<file path="config.mk">
export PLATFORM = sky130hd
export DESIGN_NAME = telemetry_frame_packer
export DESIGN_NICKNAME = d
export VERILOG_FILES = /design/src/design/tfp_pkg.sv /design/src/design/telemetry_frame_packer.sv /design/src/design/tfp_front.sv /design/src/design/tfp_cmd_queue.sv /design/src/design/tfp_back.sv
export SDC_FILE = /design/constraint.sdc
export NUM_CORES = 1
export LEC_CHECK = 0
export BUFFER_PORTS_ARGS = -buffer_cell sky130_fd_sc_hd__buf_2
export CELL_PAD_IN_SITES_DETAIL_PLACEMENT = 0
export CELL_PAD_IN_SITES_GLOBAL_PLACEMENT = 1
export CORE_MARGIN = 10
export CORE_UTILIZATION = 55
export CTS_BUF_LIST = sky130_fd_sc_hd__clkbuf_16
export DETAILED_ROUTE_END_ITERATION = 10
export PLACE_DENSITY_LB_ADDON = 0.1
export SYNTH_ARGS = -nofsm -noshare
export SYNTH_HDL_FRONTEND = slang
export SYNTH_HIERARCHICAL = 1
export SYNTH_SLANG_ARGS = --single-unit
</file>
<file path="constraint.sdc">
create_clock -name clock -period 17.61 [get_ports clock]
set_input_delay 5.283 -clock clock [delete_from_list [all_inputs] [get_ports clock]]
set_output_delay 5.283 -clock clock [all_outputs]
set_load 0.005 [all_outputs]
</file>
<file path="src/design/tfp_pkg.sv">
`default_nettype none
package tfp_pkg;

   localparam int FRAME_BYTES = 64;
   localparam int STAMP_BYTES = 4;
   localparam int MAX_VALUE_BYTES = 8;
   localparam int RESET_TOLERANCE = 1000;
   localparam int QUEUE_DEPTH = 2;

   localparam int ADDR_W = $clog2(FRAME_BYTES);
   localparam int FILL_W = $clog2(FRAME_BYTES + 1);
   localparam int QPTR_W = $clog2(QUEUE_DEPTH);
   localparam int QCNT_W = $clog2(QUEUE_DEPTH + 1);

   typedef struct packed {
      logic [31:0] tick_count;
      logic [31:0] stamp_word;
      logic [7:0]  sample_code;
      logic [63:0] value_word;
      logic [3:0]  value_bytes;
   } req_type;

   typedef struct packed {
      logic [7:0] frame_byte;
      logic       frame_end;
   } rsp_type;

   typedef struct packed {
      logic              flush;
      logic              new_frame;
      logic [FILL_W-1:0] flush_len;
      logic [ADDR_W-1:0] wr_base;
      logic [31:0]       stamp_word;
      logic [7:0]        sample_code;
      logic [63:0]       value_word;
      logic [3:0]        nbytes;
   } cmd_type;

   typedef struct packed {
      logic    valid;
      cmd_type cmd;
   } cmd_push_type;

   typedef enum logic [2:0] {
      BACK_IDLE,
      BACK_FLUSH,
      BACK_STAMP,
      BACK_CODE,
      BACK_VALUE
   } back_state_type;

endpackage
`default_nettype wire

</file>
<file path="src/design/telemetry_frame_packer.sv">
// Telemetry frame packer: each accepted item appends a code byte and 1 to 8
// value bytes (most significant first) to a frame that starts with the
// 32-bit stamp word; when the tick count leaves the configured tolerance or
// the sample does not fit, the previous frame is first sent out one byte per
// item on the response channel, with frame_end set on its last byte. A front
// stage classifies each item combinationally and queues a command (two deep);
// the back stage, whose frame memory has a read and a write port, writes the
// four stamp bytes when it opens a new frame, then the code byte and n value
// bytes, and flushes one byte per cycle while the response side is ready.
`default_nettype none
module telemetry_frame_packer
   import tfp_pkg::*;
(
   input  wire logic         clock,
   input  wire logic         reset,
   input  wire logic         req_valid,
   output logic              req_ready,
   input  wire req_type      req_data,
   output logic              rsp_valid,
   input  wire logic         rsp_ready,
   output rsp_type           rsp_data,
   input  wire logic         csr_wr_en,
   input  wire logic [31:0]  csr_wr_data
);

   cmd_push_type push;
   logic         push_ready;
   logic         pop_valid;
   logic         pop_ready;
   cmd_type      pop_cmd;

   tfp_front u_front (
      .clock       (clock),
      .reset       (reset),
      .req_valid   (req_valid),
      .req_ready   (req_ready),
      .req_data    (req_data),
      .csr_wr_en   (csr_wr_en),
      .csr_wr_data (csr_wr_data),
      .push        (push),
      .push_ready  (push_ready)
   );

   tfp_cmd_queue u_queue (
      .clock      (clock),
      .reset      (reset),
      .push       (push),
      .push_ready (push_ready),
      .pop_valid  (pop_valid),
      .pop_cmd    (pop_cmd),
      .pop_ready  (pop_ready)
   );

   tfp_back u_back (
      .clock     (clock),
      .reset     (reset),
      .pop_valid (pop_valid),
      .pop_cmd   (pop_cmd),
      .pop_ready (pop_ready),
      .rsp_valid (rsp_valid),
      .rsp_ready (rsp_ready),
      .rsp_data  (rsp_data)
   );

endmodule
`default_nettype wire

</file>
<file path="src/design/tfp_front.sv">
`default_nettype none
module tfp_front
   import tfp_pkg::*;
(
   input  wire logic         clock,
   input  wire logic         reset,
   input  wire logic         req_valid,
   output logic              req_ready,
   input  wire req_type      req_data,
   input  wire logic         csr_wr_en,
   input  wire logic [31:0]  csr_wr_data,
   output cmd_push_type      push,
   input  wire logic         push_ready
);

   logic [FILL_W-1:0] fill_ff, fill_in;
   logic [31:0]       start_ff, start_in;
   logic [31:0]       tol_ff, tol_in;

   logic [3:0]        nb;
   logic [31:0]       diff;
   logic              late, full, empty, flush, new_frame;
   logic [FILL_W-1:0] room, need, base;
   logic              accept;

   always_comb begin
      if (req_data.value_bytes == 4'd0) begin
         nb = 4'd1;
      end else if (req_data.value_bytes > 4'(MAX_VALUE_BYTES)) begin
         nb = 4'(MAX_VALUE_BYTES);
      end else begin
         nb = req_data.value_bytes;
      end
      diff      = req_data.tick_count - start_ff;
      late      = diff > tol_ff;
      room      = FILL_W'(FRAME_BYTES) - fill_ff;
      need      = FILL_W'(nb) + FILL_W'(1);
      full      = room < need;
      empty     = fill_ff == '0;
      flush     = !empty && (late || full);
      new_frame = empty || flush;
      base      = new_frame ? FILL_W'(STAMP_BYTES) : fill_ff;

      req_ready = push_ready;
      accept    = req_valid && push_ready;

      push.valid               = req_valid;
      push.cmd.flush           = flush;
      push.cmd.new_frame       = new_frame;
      push.cmd.flush_len       = fill_ff;
      push.cmd.wr_base         = base[ADDR_W-1:0];
      push.cmd.stamp_word      = req_data.stamp_word;
      push.cmd.sample_code     = req_data.sample_code;
      push.cmd.value_word      = req_data.value_word;
      push.cmd.nbytes          = nb;

      fill_in  = fill_ff;
      start_in = start_ff;
      if (accept) begin
         fill_in = base + need;
         if (new_frame) begin
            start_in = req_data.tick_count;
         end
      end
      tol_in = csr_wr_en ? csr_wr_data : tol_ff;
   end

   always_ff @(posedge clock) begin
      if (reset) begin
         fill_ff  <= '0;
         start_ff <= '0;
         tol_ff   <= 32'(RESET_TOLERANCE);
      end else begin
         fill_ff  <= fill_in;
         start_ff <= start_in;
         tol_ff   <= tol_in;
      end
   end

endmodule
`default_nettype wire

</file>
<file path="src/design/tfp_cmd_queue.sv">
`default_nettype none
module tfp_cmd_queue
   import tfp_pkg::*;
(
   input  wire logic          clock,
   input  wire logic          reset,
   input  wire cmd_push_type  push,
   output logic               push_ready,
   output logic               pop_valid,
   output cmd_type            pop_cmd,
   input  wire logic          pop_ready
);

   cmd_type           entry_ff [QUEUE_DEPTH];
   logic [QPTR_W-1:0] wr_ptr_ff, wr_ptr_in;
   logic [QPTR_W-1:0] rd_ptr_ff, rd_ptr_in;
   logic [QCNT_W-1:0] count_ff, count_in;
   logic              do_push, do_pop;

   always_comb begin
      push_ready = count_ff != QCNT_W'(QUEUE_DEPTH);
      pop_valid  = count_ff != '0;
      pop_cmd    = entry_ff[rd_ptr_ff];
      do_push    = push.valid && push_ready;
      do_pop     = pop_valid && pop_ready;

      wr_ptr_in = wr_ptr_ff;
      rd_ptr_in = rd_ptr_ff;
      count_in  = count_ff;
      if (do_push) begin
         wr_ptr_in = (wr_ptr_ff == QPTR_W'(QUEUE_DEPTH - 1)) ? '0 : wr_ptr_ff + 1'b1;
      end
      if (do_pop) begin
         rd_ptr_in = (rd_ptr_ff == QPTR_W'(QUEUE_DEPTH - 1)) ? '0 : rd_ptr_ff + 1'b1;
      end
      if (do_push && !do_pop) begin
         count_in = count_ff + 1'b1;
      end else if (do_pop && !do_push) begin
         count_in = count_ff - 1'b1;
      end
   end

   always_ff @(posedge clock) begin
      if (do_push) begin
         entry_ff[wr_ptr_ff] <= push.cmd;
      end
   end

   always_ff @(posedge clock) begin
      if (reset) begin
         wr_ptr_ff <= '0;
         rd_ptr_ff <= '0;
         count_ff  <= '0;
      end else begin
         wr_ptr_ff <= wr_ptr_in;
         rd_ptr_ff <= rd_ptr_in;
         count_ff  <= count_in;
      end
   end

endmodule
`default_nettype wire

</file>
<file path="src/design/tfp_back.sv">
`default_nettype none
module tfp_back
   import tfp_pkg::*;
(
   input  wire logic     clock,
   input  wire logic     reset,
   input  wire logic     pop_valid,
   input  wire cmd_type  pop_cmd,
   output logic          pop_ready,
   output logic          rsp_valid,
   input  wire logic     rsp_ready,
   output rsp_type       rsp_data
);

   back_state_type    state_ff, state_in;
   cmd_type           cmd_ff, cmd_in;
   logic [ADDR_W-1:0] idx_ff, idx_in;
   logic [ADDR_W-1:0] wp_ff, wp_in;

   logic [7:0]        frame_mem [FRAME_BYTES];
   logic [7:0]        rd_data_ff;
   logic              rd_valid_ff, rd_valid_in;
   logic              rd_last_ff, rd_last_in;
   logic              rsp_valid_ff, rsp_valid_in;
   rsp_type           rsp_ff, rsp_in;

   logic              advance, can_read, last_read;
   logic              mem_we, mem_re;
   logic [ADDR_W-1:0] mem_wa, mem_ra;
   logic [7:0]        mem_wd;
   logic [FILL_W-1:0] last_idx;

   always_comb begin
      advance   = !rsp_valid_ff || rsp_ready;
      can_read  = !rd_valid_ff || advance;
      last_idx  = cmd_ff.flush_len - FILL_W'(1);
      last_read = {1'b0, idx_ff} == last_idx;

      state_in    = state_ff;
      cmd_in      = cmd_ff;
      idx_in      = idx_ff;
      wp_in       = wp_ff;
      pop_ready   = 1'b0;
      mem_we      = 1'b0;
      mem_re      = 1'b0;
      mem_wa      = wp_ff;
      mem_ra      = idx_ff;
      mem_wd      = cmd_ff.sample_code;
      rd_last_in  = rd_last_ff;
      rd_valid_in = rd_valid_ff && !advance;

      case (state_ff)
         BACK_IDLE: begin
            pop_ready = 1'b1;
            if (pop_valid) begin
               cmd_in = pop_cmd;
               idx_in = '0;
               wp_in  = pop_cmd.wr_base;
               if (pop_cmd.flush) begin
                  state_in = BACK_FLUSH;
               end else if (pop_cmd.new_frame) begin
                  state_in = BACK_STAMP;
               end else begin
                  state_in = BACK_CODE;
               end
            end
         end
         BACK_FLUSH: begin
            if (can_read) begin
               mem_re      = 1'b1;
               rd_valid_in = 1'b1;
               rd_last_in  = last_read;
               idx_in      = idx_ff + 1'b1;
               if (last_read) begin
                  idx_in   = '0;
                  state_in = BACK_STAMP;
               end
            end
         end
         BACK_STAMP: begin
            mem_we = 1'b1;
            mem_wa = idx_ff;
            mem_wd = cmd_ff.stamp_word[{~idx_ff[1:0], 3'b000} +: 8];
            idx_in = idx_ff + 1'b1;
            if (idx_ff == ADDR_W'(STAMP_BYTES - 1)) begin
               state_in = BACK_CODE;
            end
         end
         BACK_CODE: begin
            mem_we   = 1'b1;
            wp_in    = wp_ff + 1'b1;
            idx_in   = ADDR_W'(cmd_ff.nbytes - 4'd1);
            state_in = BACK_VALUE;
         end
         BACK_VALUE: begin
            mem_we = 1'b1;
            mem_wd = cmd_ff.value_word[{idx_ff[2:0], 3'b000} +: 8];
            wp_in  = wp_ff + 1'b1;
            idx_in = idx_ff - 1'b1;
            if (idx_ff == '0) begin
               state_in = BACK_IDLE;
            end
         end
         default: begin
            state_in = BACK_IDLE;
         end
      endcase

      rsp_valid_in = rsp_valid_ff;
      rsp_in       = rsp_ff;
      if (advance) begin
         rsp_valid_in        = rd_valid_ff;
         rsp_in.frame_byte   = rd_data_ff;
         rsp_in.frame_end    = rd_last_ff;
      end

      rsp_valid = rsp_valid_ff;
      rsp_data  = rsp_ff;
   end

   always_ff @(posedge clock) begin
      if (mem_we) begin
         frame_mem[mem_wa] <= mem_wd;
      end
      if (mem_re) begin
         rd_data_ff <= frame_mem[mem_ra];
      end
   end

   always_ff @(posedge clock) begin
      cmd_ff     <= cmd_in;
      idx_ff     <= idx_in;
      wp_ff      <= wp_in;
      rd_last_ff <= rd_last_in;
      rsp_ff     <= rsp_in;
   end

   always_ff @(posedge clock) begin
      if (reset) begin
         state_ff     <= BACK_IDLE;
         rd_valid_ff  <= 1'b0;
         rsp_valid_ff <= 1'b0;
      end else begin
         state_ff     <= state_in;
         rd_valid_ff  <= rd_valid_in;
         rsp_valid_ff <= rsp_valid_in;
      end
   end

endmodule
`default_nettype wire

</file>
### Word-level counts from Yosys, hierarchy flattened

Memory sizes are Yosys's and may differ from the RTL's. A register that Yosys moved wholly into a read port is not among the register bits.
Index checks and enable logic that the tools add are counted.

| operators by class | value |
|---|---|
| $add $sub $neg | 13 |
| order comparisons | 3 |
| equal/unequal tests | 12 |
| shift-type cells | 2 |
| mux-type cells | 35 |
| bitwise gates (word level) | 1 |
| reductions and logical operators | 32 |

Operator list:

| cell | count |
|---|---|
| $shiftx 64x7->8 | 1 |
| $gt 32x32->1 | 1 |
| $shiftx 32x6->8 | 1 |
| $sub 32x32->32 | 1 |
| $mux 6 | 5 |
| $pmux 6 s5 | 1 |
| $mux 3 | 6 |
| $pmux 8 s2 | 1 |
| $mux 1 | 15 |
| $pmux 3 s5 | 1 |
| $add 6x1->6 const B | 2 |
| $pmux 6 s2 | 1 |
| $mux 4 | 2 |
| $ne 2x1->1 const B | 4 |
| $reduce_and 2->1 | 4 |
| $add 7x7->7 | 1 |
| $eq 6x7->1 | 1 |
| $logic_not 7->1 | 1 |
| $lt 7x7->1 | 1 |
| $mux 7 | 1 |
| $sub 7x1->7 const B | 1 |
| $sub 7x7->7 const A | 1 |
| $eq 3x2->1 const B | 2 |
| $eq 6x2->1 const B | 1 |
| other kinds (24) | 42 |

| word-level totals | value |
|---|---|
| register bits after elaboration | 217 |
| bits in writable memories | 758 |
| output and inout port bits | 11 |
| logic and storage cells | 119 |
| memories | 2 |

Memory list:

| name | depth | width | rd ports | clocked after Yosys merged registers in | wr ports | line | RTL |
|---|---|---|---|---|---|---|---|
| u_back.frame_mem | 64 | 8 | 1 | 1 | 1 | tfp_back.sv:20 | `logic [7:0] frame_mem [FRAME_BYTES];` |
| u_queue.entry_ff | 2 | 123 | 1 | 1 | 1 | tfp_cmd_queue.sv:14 | `cmd_type entry_ff [QUEUE_DEPTH];` |

### Longest topological paths before layout

| logic depth | value |
|---|---|
| word-level depth | 10 |
| gate-level depth with buffers | 33 |
| mapped depth without buffers | 33 |

### Hierarchy

The synthesis kept the hierarchy.

By module, submodules not included:

| module | instances | cells an instance | area each (sq um) | sequential area each (sq um) |
|---|---|---|---|---|
| tfp_back | 1 | 1299 | 26205.1 | 19829.0 |
| tfp_cmd_queue | 1 | 407 | 9387.8 | 7487.2 |
| tfp_front | 1 | 769 | 6267.3 | 1421.4 |

### Worst setup path after synthesis

Ideal clock, no wire load.

| path | value |
|---|---|
| path type | input port to flip-flop |
| start | input port req_data[108] in the netlist's numbering |
| end | register u_front.fill_ff[6] |
| arrival | 10.786 ns |
| required time | 17.482 ns |
| slack | 6.697 ns |
| cell stages on the path | 31 |
| buffers on the path | 0 |
| cells stage by stage | inv_1 > ha_1 > inv_1 > fa_1 > a21o_1 > a211oi_2 > o2111ai_2 > nand3_2 > a31oi_4 > a221o_2 > and4_1 > or4_4 > a21oi_2 > xnor2_1 > ha_1 > nand4_1 > nor4_1 > o41ai_1 > a21oi_2 > nor2_1 > inv_1 > nor2_1 > ha_1 > fa_1 > a21o_1 > a21oi_1 > nor2b_1 > o21ai_0 > nor3_1 > a22oi_1 > nor2_1 |

RTL lines:

| element | line | RTL |
|---|---|---|
| from (decl) | telemetry_frame_packer.sv:18 | `input wire req_type req_data,` |
| to (signal assigned) | tfp_front.sv:74 | `fill_ff <= fill_in;` |
| to (decl) | tfp_front.sv:16 | `logic [FILL_W-1:0] fill_ff, fill_in;` |

==> results.md <==
- All-layer global routing usage: 0.201
- Reg-to-reg endpoint: u_front/fill_ff[6]$_SDFFE_PP0P_
- Sequential area share after synthesis: 0.687
- Share of post-route cells with drive strength above 1: 0.249
- Status: completed
- Final-layout fill cell count: 5588
- Post-synthesis cell count: 2475
- LEAKAGE: 16.2 nW
- First-pass GRT wire length: 134000 um
- Antenna diode count: 0
- Die area: 0.0875 mm^2
- Share of the synthesized area in the top cell type: 0.648
- Worst Path Class, Setup: in -> reg
- Initial DRC count: between 1500 and 2000
- WP data required: between 15000 and 20000 ps
- H-Tree Depth: 3
- Comb power frac: 0.297
- Startpoint types: input port
- Final Power: 7.96 mW
- Leading area contributor after synthesis: edfxtp_1
- Area delta synth->final: 10.9%
- Final WL: 87600 um
- FP Rows: about 100
- Core area: ~0.076 mm^2
- Die Ht: 296 um
- Hold path endpoint: u_back/rsp_data[7]$_DFFE_PP_
- Yosys warns: 6
- Router iterations before antenna repair: 7
- Initial core utilization: 0.553
- Drc violations: 0
- Port Buf Inserts: 187
- EDFF count, synth: 903
- Setup violators final: 0
- Worst slew margin: 0.143
- Asr flop ratio synth: 0
- CP top delay family: compound AO/OA/AOI/OAI gates
- Synth unique cells: 83
- Gpl congestion: 0.826
- Final hold vios: 0
- Commonest non-fill, non-tap cell in the layout: edfxtp_1
- Post-CTS Hold Buffers: 0
- Clock power share: 0.278
- Grt ovf: 0
- R2R setup slack: 10670 ps
- Worst-Skew Late Latency: about 660 ps
- Synthesized area: 0.0419 mm^2
- # Post-CTS Setup Buffers: 0
- Worst path slowest cell: nor4_1
- Synth Register Bits: 984
- CTS max path bufs: 3
- PwrDens: 172 mW/mm^2
- Area contributors post-synth: edfxtp_1 (65%), mux4_2 (7.0%), dfxtp_1 (3.9%), mux2_4 (2.5%), ha_1 (2.4%)
- Psw: 2.48 mW
- VDD IR-drop max: approximately 0.00016 V
- Hold path start: u_back/rd_data_ff[6]$_DFFE_PP_
- Hold depth: 0
- R2r startpoint: u_front/start_ff[0]$_SDFFE_PP0P_
- Worst-path clk slew: 60 ps
- Dominant synthesized flop cell: edfxtp_1
- Buffers plus inverters on the worst setup path: 4
- Initial antenna violation count: 4
- Hold WC Path Type: reg -> reg
- Nets@finish: 2843
- Clock sinks: 984
- Worst-path fanout max: 4
- Wire length per cell: around 24 um
- Setup TNS: 0 ps
- Number of global-route vias before repair: 22200
- Via/cell ratio: ~5.8
- Root buffer cell: clkbuf_16
- TritonCTS Buffers: 99
- Nature of the critical path endpoint: register
- Mean post-synth cell area: 16.9 um^2
- Sequential power share: 0.426
- Via Count: around 21000
- Post-DP HPWL: 56500 um
- Max-cap viol count: 0
- Die span in x: roughly 300 um
- Worst Tran Pin Value: 1280 ps
- I/O pin count: roughly 190
- Worst EP arrival: 11900 ps
- Minimum clock period: about 11000 ps
- RSZ-0062 raised after global routing: false
- Int Pwr: 5.48 mW
- Most frequent cells in the layout: edfxtp_1 (903), nor2_1 (195), buf_2 (187)
- Worst R2R Path Depth: 30
- Final period utilization: 0.648
- Clock skew: between 30 and 40 ps
- Slew Viols, Final: 0
- Largest net degree at the start of global routing: 79
- CTS resizes: 0
- Crit path largest cell delay: 530 ps
- Switching share of power: 0.312
- CTS tree: built
- DRT antenna net count: 0
- Peak Freq: approximately 88 MHz
- Post-synth net total: 2735
## layer usage
| metal | share of wire | global-route usage | routed length, um |
|---|---|---|---|
| met4 | 0.021 | 0.0556 | 1830 |
| met1 | 0.42 | 0.266 | 36500 |
| met5 | 0.00053 | 0 | 46 |
| met3 | 0.062 | 0.0353 | 5410 |
| met2 | 0.50 | 0.339 | 43800 |
## state kept, by name (all words and copies together), names as in the netlist, named ones only
signal              cells
u_back/frame_mem      512
u_back/wp_ff            6
u_front/fill_ff         7
u_back/rsp_data         9
u_queue/wr_ptr_ff       1
u_front/start_ff       32
u_queue/count_ff        2
u_back/rsp_valid        1
u_back/idx_ff           6
u_back/rd_data_ff       8
u_back/rd_last_ff       1
u_back/state_ff         3
u_queue/entry_ff      246
u_queue/rd_ptr_ff       1
u_back/cmd_ff         115
u_back/rd_valid_ff      1
u_front/tol_ff         32
## synthesized netlist by cell type, types with 31 or more instances
| cell | n |
|---|---|
| nor2_1 | 196 |
| a22oi_1 | 48 |
| o21ai_0 | 33 |
| a21oi_1 | 75 |
| mux4_2 | 131 |
| edfxtp_1 | 903 |
| clkbuf_1 | 47 |
| dfxtp_1 | 81 |
| mux2_4 | 70 |
| buf_4 | 117 |
| inv_1 | 97 |
| mux2i_1 | 65 |
| ha_1 | 81 |
| nand2_1 | 66 |
| xnor2_1 | 31 |
| mux2_2 | 54 |
## layout make-up
cell class	count	area, um^2	share of cell area
flip-flops and latches	984	28700	0.619
multi-input cells	1184	11400	0.246
clock buffers	101	2530	0.0545
well taps	978	1220	0.0264
repair buffers	216	1150	0.0249
clock inverters	84	958	0.0207
inverters	98	370	0.00798
## per-stage QoR
step | instances | setup WS (ps) | hold WS (ps) | utilization | instance area, um^2
after floorplan | 2475 | 6700 | 400 | - | 41900
after global placement | 3460 | 5790 | 407 | 0.567 | 42900
after detailed placement | 3460 | 5660 | 411 | 0.567 | 42900
after CTS | 3645 | 6260 | 427 | 0.613 | 46400
after global routing | 3645 | 5700 | 431 | 0.613 | 46400
final | 3645 | 6190 | 425 | 0.613 | 46400
## power by group through the flow
stage	sequential [mW]	combinational, mW	clock (mW)
final	3.39	2.36	2.21
after global routing	3.42	2.56	2.35
after CTS	3.39	2.40	2.26
after detailed placement	3.44	2.39	0
after global placement	3.42	2.33	0
after floorplan	3.41	1.74	0
## cells by family (layout without fill, tap and decap cells)
| family | after synthesis | count (layout) | share of synthesized area |
|---|---|---|---|
| compound gates | 294 | 294 | 0.0479 |
| other cells | 2 | 2 | 0.000179 |
| simple gates | 401 | 401 | 0.0439 |
| buf+inv | 307 | 499 | 0.0430 |
| mux | 344 | 344 | 0.141 |
| fa+ha+maj | 83 | 83 | 0.0252 |
| xor+xnor | 60 | 60 | 0.0126 |
| flops | 984 | 984 | 0.687 |
## worst max-delay path by stage
stage	startpoint	endpoint	depth (start not counted)	slack (ps)
global route	req_data[108]	u_front/fill_ff[6]$_SDFFE_PP0P_	32	5700
detailed placement	req_data[108]	u_front/fill_ff[6]$_SDFFE_PP0P_	32	5660
floorplan	req_data[108]	u_front/fill_ff[6]$_SDFFE_PP0P_	31	6700
finish	req_data[108]	u_front/fill_ff[6]$_SDFFE_PP0P_	32	6190
CTS	req_data[108]	u_front/fill_ff[6]$_SDFFE_PP0P_	32	6260
global placement	req_data[108]	u_front/fill_ff[6]$_SDFFE_PP0P_	32	5790
Power figures use the tool's default switching activity.
